<file path="config.mk">
export PLATFORM = sky130hd
export DESIGN_NAME = dps_ram
export DESIGN_NICKNAME = d
export VERILOG_FILES = /design/src/rtl/core/dps_ram.sv
export SDC_FILE = /design/constraint.sdc
export NUM_CORES = 2
export LEC_CHECK = 0
export CAP_MARGIN = 10
export CORE_ASPECT_RATIO = 1.5
export CORE_MARGIN = 5
export CORE_UTILIZATION = 45
export DETAILED_ROUTE_END_ITERATION = 10
export DONT_BUFFER_PORTS = 1
export PLACE_DENSITY = 0.7
export SYNTH_ARGS = -nofsm -noshare
export SYNTH_HDL_FRONTEND = slang
export SYNTH_SLANG_ARGS = --single-unit
</file>
<file path="constraint.sdc">
create_clock -name clk -period 3.15 [get_ports clk]
set_input_delay 0.63 -clock clk [delete_from_list [all_inputs] [get_ports clk]]
set_output_delay 0.63 -clock clk [all_outputs]
set_load 0.02 [all_outputs]
</file>
<file path="src/rtl/core/dps_ram.sv">
`timescale 1ns / 1ps
module dps_ram #(
  parameter int WIDTH = 8,
  parameter int DEPTH = 256
) (
  input  logic                     clk,
  input  logic                     wr_en,
  input  logic [$clog2(DEPTH)-1:0] wr_addr,
  input  logic [WIDTH-1:0]         wr_data,
  input  logic                     rd_en,
  input  logic [$clog2(DEPTH)-1:0] rd_addr,
  output logic [WIDTH-1:0]         rd_data
);

  logic [WIDTH-1:0] mem [DEPTH];

  always_ff @(posedge clk) begin
    if (wr_en) begin
      mem[wr_addr] <= wr_data;
    end
    if (rd_en) begin
      rd_data <= mem[rd_addr];
    end
  end

endmodule

</file>
# Yosys cells after proc, flatten, opt, wreduce, memory -nomap -nowiden
# Memory sizes are Yosys's and may differ from the RTL's. A register that Yosys moved wholly into a read port is not among the register bits.
# Cells that the tools add are included.
# op_classes
mux,2
# op_table
cell,count
1-bit two-way mux,2
# word_totals
ff_bits,0
ram_bits,2048
inputBits,27
wordCells,3
memories,1
# mem_list
name,words,word_bits,rd,rd_clocked_by_memory_dff,write_ports,line,rtl
mem,256,8,1,1,1,15,logic [WIDTH-1:0] mem [DEPTH];

# Logic depth before layout (Yosys ltp)
# depth
depth_word,2
mapped_depth,11

# Worst setup path after synthesis
# No wires, ideal clock.
# synth_timing
path_kind,input port to flip-flop
from,input port rd_addr[0]
to,"register rd_data[2], read port of mem (data pin)"
arrival_ns,2.437
required_time_ns,2.881
path_slack_ns,0.444
cell_stages,9
path_cell_list,buf_6 > buf_12 > buf_8 > buf_2 > mux4_2 > a22oi_1 > a21oi_1 > nor4_1 > nor4_2
# synth_lines
item,line,rtl
from (decl),11,"input logic [$clog2(DEPTH)-1:0] rd_addr,"
to (decl),12,output logic [WIDTH-1:0] rd_data

==> results.md <==
| Item | Reported |
|:---|:---|
| Net count, final | 4112 |
| Layout fillers | 13600 |
| I/O Buffers | 0 |
| Max VDD drop | 409 uV |
| Placeable Area | 176000 um2 |
| Setup-violating endpoint count in the final report | 0 |
| Effective utilization at floorplan | 0.451 |
| Cell-by-cell trace of the critical path | buf_16, buf_16, clkbuf_16, mux4_2, a22oi_1, a21oi_1, nor4_1, buf_4, nor4_2 |
| Std cell rows | 189 |
| Buffers from clock root to sink, at most | 4 |
| Met3 track demand over resource in global routing | 0.0385 |
| Overall power of the completed layout | 53.3 mW |
| Total overflow reported by the global router | 0 |
| Flops & latches, synth | 2056 |
| Number of antenna violations at the first check in global routing | 4 |
| Standby leakage power | 28.2 nW |
| CTS Buf Count | 176 |
| Worst-margin pin slew | 1.04 ns |
| Global routing usage on met2 | 0.364 |
| Number of hold violations in the final report | 0 |
| Net count after synthesis | 3760 |
| Placed cell count | 6173 |
| Routability Congestion | 0.809 |
| Post-CTS setup buffers | 0 |
| Fraction of final layout cells sized beyond drive strength 1 | 0.264 |
| Count of buffering cells on the critical path with inverters included | 4 |
| Post-DP HPWL | 111 mm |
| CP arrival | 3.55 ns |
| Number of enable-type register cells in the synthesized netlist | 2056 |
| Routed length per placed instance | 30.4 um |
| Most frequent cells after synthesis | sky130_fd_sc_hd__edfxtp_1, sky130_fd_sc_hd__mux4_2, sky130_fd_sc_hd__nor2_1, sky130_fd_sc_hd__mux2i_1, sky130_fd_sc_hd__a22oi_1 |
| Final Cycle Share | 0.957 |
| # IOs | 35 |
| Sequential share of the synthesized area | 0.775 |
| Max Transition Viols Final | 0 |
| Final total negative setup slack | 0 ns |
| Number of design-rule violations left by the first detailed-router iteration | 4927 |
| Most Crowded Layer GR | met2 |
| Overall die height | 525 um |
| Cell seen most often among critical-path stages | sky130_fd_sc_hd__buf_16 |
| Min Clock Period, post-route | 3.01 ns |
| Final routed DRC violation total | 0 |
| Count of vias placed by the detailed router | 39600 |
| Unrepaired setup endpoints after global routing | false |
| CP Launch Type | input pin |
| Yosys warns | 0 |
| Distinct cells, synth | 54 |
| Worst slew margin | 0.292 |
| Clk_lat worst skew | 0.80 ns |
| Main area contributors after synthesis | sky130_fd_sc_hd__edfxtp_1, sky130_fd_sc_hd__mux4_2, sky130_fd_sc_hd__mux2i_1 |
| WP data required | 3.69 ns |
| Number of vias per cell after detailed routing | 6.08 |
| Layout Skew | 0.0425 ns |
| Total detailed-routing wirelength | 198 mm |
| Count of nets left with antenna violations after detail routing | 0 |
| Post-synthesis instance total | 3733 |
| Die X | 353 um |
| Worst slack at placement | -0.823 ns |
| Number of max-cap violations | 0 |
| Worst Setup End Kind | flop |
| Root buffer cell | sky130_fd_sc_hd__clkbuf_16 |
| Main synth FF type | sky130_fd_sc_hd__edfxtp_1 |
| Post-DP Area | 84100 um2 |
| Worst Hold Slack | 0.0691 ns |
| Die Outline Area | 186000 um2 |
| Post-synthesis to final-layout area growth | 13.0% |
| Mean instance size in the synthesized netlist | 21.3 um2 |
| Global routing usage on met1 | 0.251 |
| Top cell type's share of synthesized area | 0.775 |
| Class of the tightest hold or removal check | in2reg |
| Total clock sinks | 2056 |
| Via count of the first global-routing pass | 40400 |
| Result of the run | finished, final reports clean |
| Type of the worst setup path | in2reg |
| Area taken by multi-input logic gates | 16500 um2 |
| Biggest area consumer among synthesized cells | sky130_fd_sc_hd__edfxtp_1 |
| H-Tree Level Count | 4 |
| Worst Slack Setup Final | 0.136 ns |
| Dominant cell by count in the synthesized netlist | sky130_fd_sc_hd__edfxtp_1 |
| Post-CTS clock slew at the launch and capture registers of the worst setup and hold paths | 0.07 ns |
| Pin count of the biggest net entering global routing | 579 |
| Total GRT Usage | 0.207 |
| Kind of cell adding the most delay to the critical path | buffers and inverters |
| Fraction of registers with async set/reset | 0 |
| Worst path slowest cell | sky130_fd_sc_hd__mux4_2 |
| Worst path max stage delay | 0.58 ns |
| Non-filler cells, final | 6506 |
| TritonCTS clock tree | built |
| Global-route wire length before repair | 284 mm |
| TritonRoute pass-1 iters | 6 |
| Final std cell area, no fill | 90000 um2 |
| Netlist area before placement | 79600 um2 |
| Power density over cell area | 592 nW/um2 |
| FMAX | 332 MHz |
| Crit-path max FO | 65 |
| Final standard cell utilization of the core | 0.510 |
| Sequential standard cell area | 61700 um2 |
[final timing paths]
kind,from,slack (ns),depth (start not counted),to
worst max-delay path,rd_addr[0],0.14,9,rd_data[0]$_DFFE_PP_
worst min-delay path,wr_data[0],0.07,0,mem[49][0]$_DFFE_PP_
worst max register to register,mem[87][1]$_DFFE_PP_,0.38,6,rd_data[1]$_DFFE_PP_
worst min register to register,mem[32][5]$_DFFE_PP_,1.12,7,rd_data[5]$_DFFE_PP_
[where the power goes]
| part | switching, mW | total (mW) | internal [mW] |
|---|---|---|---|
| logic | 1.16 | 2.13 | 0.965 |
| registers | 0.0552 | 30.2 | 30.2 |
| clock network | 9.41 | 21.0 | 11.5 |
[cells in the final DEF, fill, tap and decap left out, types with 6 or more instances in the layout]
cell                               n
sky130_fd_sc_hd__o221ai_1         46
sky130_fd_sc_hd__o211ai_1         10
sky130_fd_sc_hd__edfxtp_1       2056
sky130_fd_sc_hd__dlygate4sd3_1    11
sky130_fd_sc_hd__nand4_1          10
sky130_fd_sc_hd__clkinv_1         30
sky130_fd_sc_hd__clkinv_2         31
sky130_fd_sc_hd__o21ai_0          10
sky130_fd_sc_hd__nand2b_1          8
sky130_fd_sc_hd__nor3_1           20
sky130_fd_sc_hd__nand2_1          33
sky130_fd_sc_hd__a221oi_1         13
sky130_fd_sc_hd__buf_16            7
sky130_fd_sc_hd__nor4_2            7
sky130_fd_sc_hd__a22o_1            8
sky130_fd_sc_hd__bufinv_16        13
sky130_fd_sc_hd__a22oi_1         133
sky130_fd_sc_hd__nor2b_1          28
sky130_fd_sc_hd__a211oi_1         16
sky130_fd_sc_hd__nor2_1          279
sky130_fd_sc_hd__mux2i_1         134
sky130_fd_sc_hd__clkbuf_16       186
sky130_fd_sc_hd__mux4_2          454
sky130_fd_sc_hd__buf_4           373
sky130_fd_sc_hd__nor4_1           20
sky130_fd_sc_hd__clkbuf_1         40
sky130_fd_sc_hd__nand3_1          34
sky130_fd_sc_hd__a21oi_1          96
sky130_fd_sc_hd__and2_1            6
sky130_fd_sc_hd__buf_12           10
sky130_fd_sc_hd__o22ai_1          28
[flip-flops by register name (all words and copies together) (netlist names)]
signal / cells
mem: 2048
rd_data: 8
[layer usage]
metal  share of wire  wire (um)  vias to the layer above
met1            0.34      67400                    20800
li1                -          -                    16300
met3           0.085      16900                      423
met5               0          0                        -
met4           0.049       9780                        0
met2            0.52     104000                     2005
[cell families after synthesis]
group | Yosys count | share of synthesized area
compound gates | 385 | 0.0342
mux | 591 | 0.146
buf+inv | 235 | 0.0183
simple gates | 466 | 0.0263
flops | 2056 | 0.775
[cell type report]
class | instances | area share
flip-flops and latches | 2056 | 0.686
repair buffers | 407 | 0.0384
multi-input cells | 1442 | 0.183
inverters | 2 | 0.0000834
clock inverters | 85 | 0.00845
diodes | 2 | 0.0000556
well taps | 2292 | 0.0319
clock buffers | 220 | 0.0517
[timing repair]
item                                   CTS  global route
endpoints found under the hold margin  278             0
hold buffers                            16             0
setup endpoints to repair                0             8
resized for setup                        0             4
Power figures use the tool's default switching activity.
