[src/rtl/core/dps_pkg.sv]
`timescale 1ns / 1ps
package dps_pkg;

  localparam int NUM_STATES = 256;
  localparam int NUM_DFAS   = 2;
  localparam int NUM_SYMS   = 256;

  localparam int STATE_W = 8;   // width of a state as carried in the item fields
  localparam int IDX_W   = $clog2(NUM_STATES);
  localparam int DFA_W   = $clog2(NUM_DFAS);
  localparam int SYM_W   = $clog2(NUM_SYMS);
  localparam int USED_W  = 9;
  localparam int CNT_W   = 8;

  localparam int TRANS_DEPTH = NUM_DFAS * NUM_STATES * NUM_SYMS;
  localparam int MATCH_DEPTH = NUM_DFAS * NUM_STATES;

  localparam logic [2:0] MODE_WR_TRANS = 3'd0;
  localparam logic [2:0] MODE_WR_MATCH = 3'd1;
  localparam logic [2:0] MODE_WR_USED  = 3'd2;
  localparam logic [2:0] MODE_START    = 3'd3;
  localparam logic [2:0] MODE_SCAN     = 3'd4;

  typedef struct packed {
    logic [2:0]         mode;
    logic [DFA_W-1:0]   dfa_index;
    logic [STATE_W-1:0] entry_state;
    logic [SYM_W-1:0]   symbol;
    logic [STATE_W-1:0] next_state;
    logic [CNT_W-1:0]   match_count;
    logic [USED_W-1:0]  used_states;
    logic [SYM_W-1:0]   data_byte;
    logic               last_byte;
  } in_item_t;

  typedef struct packed {
    logic               alert;
    logic [STATE_W-1:0] dfa_state;
    logic [CNT_W-1:0]   matched;
    logic               packet_stopped;
  } out_item_t;

  // Per-flow scan context
  typedef struct packed {
    logic [STATE_W-1:0] state;
    logic               alert;
    logic [DFA_W-1:0]   active_dfa;
    logic               at_start;
    logic               skip;
  } scan_state_t;

  localparam scan_state_t ST_RESET = '{
    state: '0, alert: 1'b0, active_dfa: '0, at_start: 1'b1, skip: 1'b0
  };

endpackage

[src/rtl/core/dps_step.sv]
`timescale 1ns / 1ps
module dps_step (
  input  dps_pkg::scan_state_t              cur,
  input  dps_pkg::in_item_t                 item,
  input  logic [dps_pkg::USED_W-1:0]        used_lim,
  input  logic [dps_pkg::CNT_W-1:0]         match_rdata,
  input  logic [dps_pkg::STATE_W-1:0]       trans_rdata,
  output dps_pkg::scan_state_t              post,
  output dps_pkg::out_item_t                res
);

  logic                         in_range;
  logic                         dfa_ok;
  logic                         stopped;
  logic [dps_pkg::CNT_W-1:0]    cnt;
  logic [dps_pkg::CNT_W-1:0]    matched;
  logic [dps_pkg::STATE_W-1:0]  ns;

  always_comb begin
    post     = cur;
    stopped  = cur.skip;
    matched  = '0;
    in_range = {1'b0, cur.state} < dps_pkg::USED_W'(dps_pkg::NUM_STATES);
    dfa_ok   = {1'b0, item.dfa_index} < (dps_pkg::DFA_W + 1)'(dps_pkg::NUM_DFAS);
    cnt      = in_range ? match_rdata : '0;
    ns       = in_range ? trans_rdata : '0;

    unique case (item.mode)
      dps_pkg::MODE_START: begin
        post.active_dfa = dfa_ok ? item.dfa_index : dps_pkg::DFA_W'(dps_pkg::NUM_DFAS - 1);
        post.state      = '0;
        post.alert      = 1'b0;
        post.at_start   = 1'b1;
        post.skip       = 1'b0;
        stopped         = 1'b0;
      end
      dps_pkg::MODE_SCAN: begin
        // first byte of a packet: a state beyond the loaded range drops the packet
        if (!cur.skip && cur.at_start) begin
          post.at_start = 1'b0;
          if ({1'b0, cur.state} >= used_lim) begin
            post.alert = 1'b0;
            post.skip  = 1'b1;
          end
        end
        if (!post.skip) begin
          if (cnt != '0) begin
            post.alert = 1'b1;
            post.skip  = 1'b1;
            matched    = cnt;
          end else begin
            post.state = ns;
          end
        end
        stopped = post.skip;
        if (item.last_byte) begin
          post.at_start = 1'b1;
          post.skip     = 1'b0;
        end
      end
      default: begin
      end
    endcase

    res.alert          = post.alert;
    res.dfa_state      = post.state;
    res.matched        = matched;
    res.packet_stopped = stopped;
  end

endmodule

[config.mk]
export PLATFORM = sky130hd
export DESIGN_NAME = dps_step
export DESIGN_NICKNAME = d
export VERILOG_FILES = /design/src/rtl/core/dps_pkg.sv /design/src/rtl/core/dps_step.sv
export SDC_FILE = /design/constraint.sdc
export NUM_CORES = 1
export LEC_CHECK = 0
export BUFFER_PORTS_ARGS = -buffer_cell sky130_fd_sc_hd__buf_2
export CAP_MARGIN = 20
export CORE_MARGIN = 2
export CORE_UTILIZATION = 28
export DETAILED_ROUTE_END_ITERATION = 8
export PLACE_DENSITY = 0.85
export SLEW_MARGIN = 10
export SYNTH_ARGS = -nofsm -noshare
export SYNTH_HDL_FRONTEND = slang
export SYNTH_SLANG_ARGS = --single-unit
[constraint.sdc]
create_clock -name vclk -period 2.3
set_clock_uncertainty 0.05 [all_clocks]
set_input_delay 0.23 -clock vclk [all_inputs]
set_output_delay 0.23 -clock vclk [all_outputs]
set_load 0.02 [all_outputs]
# Word-level counts from Yosys, hierarchy flattened
# Index checks and enable logic that the tools add are counted.
dict set report word_totals {
  ff_bits 0
  out_inout_bits 30
}
dict set report classes {
  n_eq_ne 2
  muxes 18
  order_cmp 1
  reduce_logical 3
}
# operator n
set ops {}
lappend ops {{$mux W8} 4}
lappend ops {{$pmux W9 S2} 1}
lappend ops {{$ge A8 B9 Y1} 1}
lappend ops {{$mux W9} 1}
lappend ops {{$reduce_bool A8 Y1} 1}
lappend ops {{$mux W1} 7}
lappend ops {{$mux W2} 3}
lappend ops {{$pmux W2 S2} 1}
lappend ops {{$eq A3 B2 Y1 const B} 1}
lappend ops {{$eq A3 B3 Y1 const B} 1}
lappend ops {{$pmux W1 S2} 1}
lappend ops {{$logic_and A1 B1 Y1} 1}
lappend ops {{$logic_not A1 Y1} 1}

# Longest topological paths before layout
# Gate-level depths: netlist of run 1.
dict set report logic_depth {
  depth_word 7
  ltp_mapped 8
  ltp_nobuf 7
}

# Least setup slack after synthesis of run 1
# No wires, ideal clock.
dict set report synth_timing {
  path_type {input-to-output}
  start {input port used_lim[7] in the netlist's numbering}
  end {output port res[17] in the netlist's numbering}
  required_time_ns 2.020
  n_path_buf 1
  path_slack_ns -0.113
  arrival_time_ns 2.133
  path_stages 8
  cell_sequence {inv_1 ha_1 and3_4 a221oi_2 o21a_2 nor2_1 a221oi_1 buf_4}
}
# element line_no
set synth_lines {}
lappend synth_lines {{start: declaration} dps_step.sv:5} ;# input logic [dps_pkg::USED_W-1:0] used_lim,
lappend synth_lines {{end: declaration} dps_step.sv:9} ;# output dps_pkg::out_item_t res

==> flow_metrics.env, run 1 <==
export IMPL_outcome="finished with violations"
export IMPL_violations="negative setup slack"
export IMPL_synth_seq_area_share=0
export IMPL_die_w_um=53.03
export IMPL_drt_pass1_iter_count=4
export IMPL_comb_power_share=1.000
export IMPL_diodes=0
export IMPL_drt_total_wl_um=2241
export IMPL_worst_slack_ns=-0.003566
export IMPL_hpwl_um=1781
export IMPL_vias_per_cell=4.661
export IMPL_synth_compound_area_frac=0.1933
export IMPL_core_area_um2=2233
export IMPL_p_sw_w=0.0001225
export IMPL_fin_tns_setup_ns=-0.006478
export IMPL_io_buffers=72
export IMPL_ios=121
export IMPL_worstPathRequired_ns=2.02
export IMPL_post_drt_wl_per_cell_um=11.86
export IMPL_grt_use_total=0.1350
export IMPL_crit_arrival_ns=2.02
export IMPL_syn_inst=96
export IMPL_finalCritPeriodShare=1.002
export IMPL_min_to="res[7]"
export IMPL_grt_max_degree=10
export IMPL_tightest_slew_ns=0.4140
export IMPL_grt_pass1_wl_um=2877
export IMPL_seq_cells=0
export IMPL_end_kind="output port"
export IMPL_drc=0
export IMPL_worst_path_max_delay_cell="a221oi_4"
export IMPL_drv_slew=0
export IMPL_antenna_found_initial=0
export IMPL_grt_setup_unrepaired="true"
export IMPL_antenna_left=0
export IMPL_synth_top_family_by_area="simple AND/OR/NAND/NOR gates"
export IMPL_fmax_mhz=434.1
export IMPL_die_h_um=53.03
export IMPL_cp_max_fo=7
export IMPL_ff_latch_area_um2=0
export IMPL_power_internal_w=0.0001046
export IMPL_start_util=0.3014
export IMPL_clkPwrFrac=0
export IMPL_sw_frac_of_total=0.5395
export IMPL_cts_hold_buffers=0
export IMPL_hold_depth=3
export IMPL_dieArea_um2=2812
export IMPL_setup_violations_final=2
export IMPL_synth_nets=195
export IMPL_synth_area_per_cell_um2=7.012
export IMPL_hp_class="primary input to output port"
export IMPL_synth_xor_area_frac=0
export IMPL_pwr_density_cell_nw_per_um2=192.8
export IMPL_slowest_delay_ns=0.28
export IMPL_detail_route_iter0_violations=9
export IMPL_finalHoldViolations=0
export IMPL_crit_chain="buf_6 > inv_4 > ha_4 > a21o_1 > a221oi_4 > o21a_2 > o2111ai_4 > buf_12 > mux2i_1 > buf_2"
export IMPL_maxCapViolCount=0
export IMPL_synth_area_um2=673.1
export IMPL_post_route_util=0.5272
export IMPL_synth_simple_area_share=0.3197
export IMPL_vias=881
export IMPL_grt_remaining_overflow=0
export IMPL_crit_path_start_kind="primary input"
export IMPL_final_common_cell="buf_2"
export IMPL_drive_gt1_frac=0.6025
export IMPL_synth_adder_area_share=0.1487
export IMPL_p_leak_nw=0.6844
export IMPL_synth_mux_area_frac=0.1431
export IMPL_final_cell_mix="buf_2, inv_1, nand2_1"
export IMPL_fin_nets=262
export IMPL_hp_start="match_rdata[6]"
export IMPL_num_clock_buffers=0
export IMPL_first_global_vias=714
export IMPL_area_growth_pct=74.91
export IMPL_row_count=17
export IMPL_yosys_warnings=0
export IMPL_ys_types=24
export IMPL_max_slew_margin=0.7217
export IMPL_fin_crit_ns=2.304
export IMPL_crit_type="primary input to output port"
export IMPL_irDropWorstVdd_v=0.00008621
export IMPL_pwr_share_seq=0
export IMPL_power_w=0.0002270
export IMPL_routabilityCongestion=0.7335
[stage by stage]
step | hold slack, ns | setup WS, ns | instances | instance area [um^2]
6_report | 0.7567 | -0.003566 | 189 | 1177
5_1_grt | 0.7722 | -0.08815 | 189 | 1177
4_1_cts | 0.7603 | 0.0006062 | 189 | 1106
3_5_place_dp | 0.7588 | -0.05211 | 189 | 1035
3_3_place_gp | 0.7517 | -0.004333 | 189 | 1035
2_1_floorplan | 0.4988 | -0.1065 | 96 | 679.4
[synthesized netlist by cell type]
cell type	count	area share
a21o_1	3	0.033
nand2b_1	5	0.046
o21ai_0	3	0.022
mux2_4	1	0.022
a21boi_1	1	0.011
nand3_1	3	0.022
mux2i_1	7	0.10
a21oi_1	4	0.030
inv_1	15	0.084
mux2_2	1	0.017
a221oi_1	1	0.013
nor3_2	1	0.015
nor2b_1	1	0.0093
and3_4	1	0.017
o2111ai_4	1	0.039
nor2_1	4	0.022
nor4_2	2	0.037
o21a_2	1	0.013
and2_1	9	0.084
a221oi_2	1	0.022
ha_1	8	0.15
nand2_1	12	0.067
buf_4	10	0.11
a31oi_1	1	0.0093
[critical path, delay by kind of cell]
kind	cells	cell delay [ns]
fa+ha+maj	1	0.20
compound gates	4	0.85
mux	1	0.19
buf+inv	4	0.55
[power groups by stage]
stage               Clock, W  Combinational (W)  Sequential (W)
floorplan                  0           0.000125               0
global placement           0           0.000188               0
detailed placement         0           0.000193               0
CTS                        0           0.000210               0
global route               0           0.000249               0
finish                     0           0.000227               0
[worst max-delay path by stage]
stage                 from  slack, ns  cells past startpoint        to
2_1_floorplan  used_lim[7]      -0.11                      8   res[10]
3_3_place_gp       cur[10]     -0.004                      9   res[13]
3_5_place_dp       cur[11]      -0.05                      9   post[7]
4_1_cts            cur[11]     0.0006                      9  post[11]
5_1_grt        used_lim[6]      -0.09                     10   res[15]
6_report       used_lim[6]     -0.004                     10   res[14]
[cell families after synthesis]
kind of cell    count (synthesis)
simple gates                   38
buf+inv                        25
compound gates                 16
mux                             9
fa+ha+maj                       8
[metal layers]
layer,vias to the layer above,GRT usage,wire length (um)
met1,385,0.1465,842
met5,-,0,0
met2,51,0.2917,1171
met4,0,0,14
li1,443,-,-
met3,2,0.008475,212
[area by class of cell]
class              instances  area (um^2)
fillers                  219         1056
multi-input cells         71        646.9
repair buffers            75        436.7
inverters                 15        58.81
well taps                 28        35.03
[timing repair]
action	4_1_cts	5_1_grt
gates resized for setup	13	16
endpoints found under the setup margin	14	16
setup buffers	0	0
pin swaps	3	8
No activity file was read; power rests on OpenSTA's default activity.
==> run 2: changes to the inputs <==
PLACE_DENSITY = 0.9   (was 0.85)
==> flow_metrics.env, run 2 (synthesis results as in run 1) <==
export IMPL_crit_path_start_kind="primary input"
export IMPL_p_sw_w=0.0001240
export IMPL_min_to="res[6]"
export IMPL_power_internal_w=0.0001119
export IMPL_outcome="completed"
export IMPL_hpwl_um=1758
export IMPL_fmax_mhz=438.6
export IMPL_hp_start="match_rdata[5]"
export IMPL_power_w=0.0002359
export IMPL_io_buffers=72
export IMPL_final_area_um2=1246
export IMPL_hold_depth=3
export IMPL_finalCritPeriodShare=0.9914
export IMPL_finalHoldViolations=0
export IMPL_max_slew_margin=0.7395
export IMPL_hp_class="primary input to output port"
export IMPL_irDropWorstVdd_v=0.00008876
export IMPL_pwr_density_cell_nw_per_um2=189.3
export IMPL_die_w_um=53.03
export IMPL_cts_hold_buffers=0
export IMPL_p_leak_nw=0.6860
export IMPL_antenna_found_initial=0
export IMPL_post_place_ws_ns=-0.04740
export IMPL_drt_total_wl_um=2322
export IMPL_crit_type="primary input to output port"
export IMPL_first_global_vias=721
export IMPL_tightest_slew_ns=0.3876
export IMPL_path_delay_family="compound AO/OA/AOI/OAI gates"
export IMPL_fin_crit_ns=2.280
export IMPL_crit_buf_inv=3
export IMPL_area_growth_pct=85.13
export IMPL_post_route_util=0.5580
export IMPL_drc=0
export IMPL_start_util=0.3014
export IMPL_vias_per_cell=4.695
export IMPL_worst_slack_ns=0.01985
export IMPL_seq_cells=0
export IMPL_die_h_um=53.03
export IMPL_worstPathRequired_ns=2.02
export IMPL_ff_latch_area_um2=0
export IMPL_grt_use_total=0.1268
export IMPL_core_area_um2=2233
export IMPL_placed_area_um2=1035
export IMPL_num_clock_buffers=0
export IMPL_clkPwrFrac=0
export IMPL_row_count=17
export IMPL_dpl_cell_count=189
export IMPL_diodes=0
export IMPL_slowest_delay_ns=0.28
export IMPL_crit_arrival_ns=2.00
export IMPL_grt_max_degree=10
export IMPL_drt_pass1_iter_count=2
export IMPL_grt_pass1_wl_um=2711
export IMPL_pwr_share_seq=0
export IMPL_crit_chain="buf_2 > ha_4 > and3_4 > nand3_2 > o21a_2 > o2111ai_4 > buf_12 > mux2i_4 > buf_6"
export IMPL_grt_remaining_overflow=0
export IMPL_sw_frac_of_total=0.5258
export IMPL_drive_gt1_frac=0.6235
export IMPL_cp_max_fo=7
export IMPL_end_kind="output port"
export IMPL_final_common_cell="buf_2"
export IMPL_final_cells=190
export IMPL_worst_path_max_delay_cell="mux2i_4"
export IMPL_dieArea_um2=2812
export IMPL_setup_violations_final=0
export IMPL_crit_path_start="cur[9]"
export IMPL_final_cell_mix="buf_2, buf_4, inv_1, nand2_1, and2_1"
export IMPL_comb_power_share=1.000
export IMPL_post_drt_wl_per_cell_um=12.22
export IMPL_fin_nets=263
export IMPL_detail_route_iter0_violations=3
export IMPL_antenna_left=0
export IMPL_vias=892
export IMPL_drv_slew=0
export IMPL_routabilityCongestion=0.6859
export IMPL_ios=121
export IMPL_maxCapViolCount=0
## run 2: cell types whose count changed in the layout (fill, tap and decap cells not counted)
cell	before	now
buf_2	63	55
mux2i_4	2	7
mux2i_1	3	0
inv_2	2	3
a221oi_4	1	0
mux2i_2	2	0
a221oi_2	1	2
buf_4	6	15
inv_4	1	0
## run 2: worst min-delay path: stages
cell and delay [ns]:
buf_2 0.09, and2_1 0.10, buf_2 0.15
## run 2: final cells by class
class | instances | area [um^2]
Tap cell | 28 | 35.03
Inverter | 15 | 56.30
Fill cell | 213 | 987.2
Timing Repair Buffer | 76 | 464.2
Multi-Input combinational cell | 71 | 690.7
## run 2: worst max-delay path by stage
stage,endpoint,slack [ns],cells after the start
global placement,res[12],-0.01,9
CTS,res[15],0.02,9
global route,res[12],-0.03,9
floorplan,res[10],-0.11,8
finish,post[7],0.02,9
detailed placement,post[7],-0.05,9
## run 2: power groups by stage
stage	registers [W]	logic [W]	clock network, W
3_5_place_dp	0	0.000191	0
6_report	0	0.000236	0
3_3_place_gp	0	0.000187	0
5_1_grt	0	0.000256	0
4_1_cts	0	0.000207	0
2_1_floorplan	0	0.000125	0
## run 2: layer usage
layer  wire [um]  GRT usage  up-vias
li1            -          -      447
met1         815     0.1231      398
met2        1251     0.2771       47
met3         255    0.02825        0
met4           0          0        0
met5           0          0        -
## run 2: stage by stage
step / hold WS [ns] / setup TNS, ns
floorplan: 0.4988 / -0.7454
global placement: 0.7526 / -0.02298
detailed placement: 0.7594 / -0.3802
CTS: 0.7599 / 0
global route: 0.7685 / -0.1113
finish: 0.7553 / 0
## run 2: what timing repair did
item | CTS | global route
gates resized for setup | 15 | 27
buffers inserted | 0 | 1
pin swaps | 2 | 8
endpoints found under the setup margin | 14 | 10
==> run 3: changes to the inputs <==
ABC_AREA = 1   (was not set)
CORE_UTILIZATION = 33   (was 28)
PLACE_DENSITY = 0.89   (was 0.9)
==> flow_metrics.env, run 3 <==
export IMPL_outcome="completed"
export IMPL_synth_area_per_cell_um2=5.291
export IMPL_ios=121
export IMPL_synthMostInstantiatedCell="nand2_1"
export IMPL_crit_path_start_kind="primary input"
export IMPL_synth_nets=274
export IMPL_p_leak_nw=0.8160
export IMPL_grt_pass1_wl_um=4091
export IMPL_synth_area_leaders="nand2_1, ha_1, inv_1"
export IMPL_vias=1204
export IMPL_synth_seq_area_share=0
export IMPL_drt_pass1_iter_count=4
export IMPL_hpwl_um=2089
export IMPL_placed_area_um2=1220
export IMPL_irDropWorstVdd_v=0.0001122
export IMPL_seq_cells=0
export IMPL_crit_type="primary input to output port"
export IMPL_fin_nets=335
export IMPL_detail_route_iter0_violations=25
export IMPL_end_kind="output port"
export IMPL_start_util=0.3416
export IMPL_fin_tns_setup_ns=0
export IMPL_synth_top_area_frac=0.3081
export IMPL_core_area_um2=2710
export IMPL_crit_arrival_ns=1.77
export IMPL_ys_types=23
export IMPL_area_growth_pct=31.76
export IMPL_finalCritPeriodShare=0.8923
export IMPL_cp_common_cell="nand2_1"
export IMPL_routabilityCongestion=0.7677
export IMPL_fmax_mhz=487.2
export IMPL_cts_resized=0
export IMPL_drc=0
export IMPL_dieArea_um2=3246
export IMPL_drv_slew=0
export IMPL_final_area_um2=1220
export IMPL_yosysTopAreaCell="nand2_1"
export IMPL_drt_total_wl_um=2542
export IMPL_final_cell_mix="nand2_1, buf_2, inv_1"
export IMPL_final_common_cell="nand2_1"
export IMPL_crit_chain="buf_2 > ha_1 > nand2_1 > inv_1 > nand2_1 > nand2_1 > nand2_1 > nand3_2 > nand2_4 > nand2_4 > nand2_1 > nand2_1 > nand2_1 > nand2_1 > buf_2"
export IMPL_diodes=0
export IMPL_tightest_slew_ns=0.4286
export IMPL_max_slew_margin=0.7140
export IMPL_slowest_delay_ns=0.30
export IMPL_worst_path_max_delay_cell="ha_1"
export IMPL_syn_inst=175
export IMPL_drive_gt1_frac=0.3932
export IMPL_die_h_um=56.97
export IMPL_setup_violations_final=0
export IMPL_cp_max_fo=16
export IMPL_ff_latch_area_um2=0
export IMPL_yosys_warnings=0
export IMPL_grt_setup_unrepaired="false"
export IMPL_hp_class="primary input to output port"
export IMPL_antenna_left=0
export IMPL_worstPathRequired_ns=2.02
export IMPL_row_count=19
export IMPL_fin_crit_ns=2.052
export IMPL_io_buffers=72
export IMPL_maxCapViolCount=0
export IMPL_first_global_vias=967
export IMPL_finalHoldViolations=0
export IMPL_die_w_um=56.97
export IMPL_num_clock_buffers=0
export IMPL_nFillCells=304
export IMPL_cts_setup_buffers=0
export IMPL_grt_use_total=0.1485
export IMPL_ys_top_cells_by_count="nand2_1, inv_1, nand3_1, buf_4, o21ai_0"
export IMPL_vias_per_cell=4.543
export IMPL_antenna_found_initial=0
export IMPL_cts_hold_buffers=0
export IMPL_pwr_density_cell_nw_per_um2=200.9
export IMPL_post_drt_wl_per_cell_um=9.592
export IMPL_synth_area_um2=925.9
export IMPL_grt_max_degree=17
export IMPL_grt_remaining_overflow=0
run 3: path summary, 6_finish.rpt:
kind / startpoint / slack [ns] / cells past startpoint / end
setup / recovery: cur[8] / 0.25 / 15 / post[9]
hold / removal: item[50] / 0.75 / 3 / post[2]
run 3: per-stage QoR:
stage               total power, W  std cells  worst slack (ns)  utilization  hold WS, ns
floorplan                0.0001796        175            0.4056            -       0.5692
global placement         0.0002425        265            0.2570       0.4501       0.7503
detailed placement       0.0002471        265            0.2415       0.4501       0.7525
CTS                      0.0002477        265            0.2398       0.4501       0.7545
global route             0.0002739        265           0.05263       0.4501       0.7673
finish                   0.0002450        265            0.2476       0.4501       0.7522
run 3: routing by layer:
layer / GRT usage / wire (um) / share of wire / up-vias
li1: - / - / - / 652
met1: 0.2074 / 1180 / 0.46 / 494
met2: 0.2709 / 1126 / 0.44 / 58
met3: 0.004535 / 235 / 0.092 / 0
met4: 0 / 0 / 0 / 0
met5: 0 / 0 / 0 / -
run 3: cell type report:
| type | count | area (um^2) | area share |
|---|---|---|---|
| tap | 31 | 38.79 | 0.03179 |
| multi-input combinational | 132 | 704.4 | 0.5774 |
| timing repair buffer | 73 | 367.9 | 0.3015 |
| inverter | 29 | 108.9 | 0.08923 |
run 3: kinds of logic (layout without fill, tap and decap cells):
kind of cell / count (synthesis) / count (layout) / share of synthesized area
AND/OR/NAND/NOR: 111 / 111 / 0.5676
buffers and inverters: 43 / 102 / 0.2392
adder cells (fa/ha/maj): 8 / 8 / 0.1081
AO/OA/AOI/OAI: 12 / 12 / 0.07297
multiplexers: 1 / 1 / 0.01216
run 3: power breakdown:
part           leakage (nW)  switching [W]  total (W)  internal [W]
Clock                     0              0          0             0
Combinational         0.816       0.000153   0.000245     0.0000924
Sequential                0              0          0             0
Total                 0.816       0.000153   0.000245     0.0000924
run 3: worst max-delay path, delay by kind of cell:
family,cells,cell delay [ns]
adders and majority gates,1,0.30
buffers and inverters,3,0.32
and+or+nand+nor,11,0.91
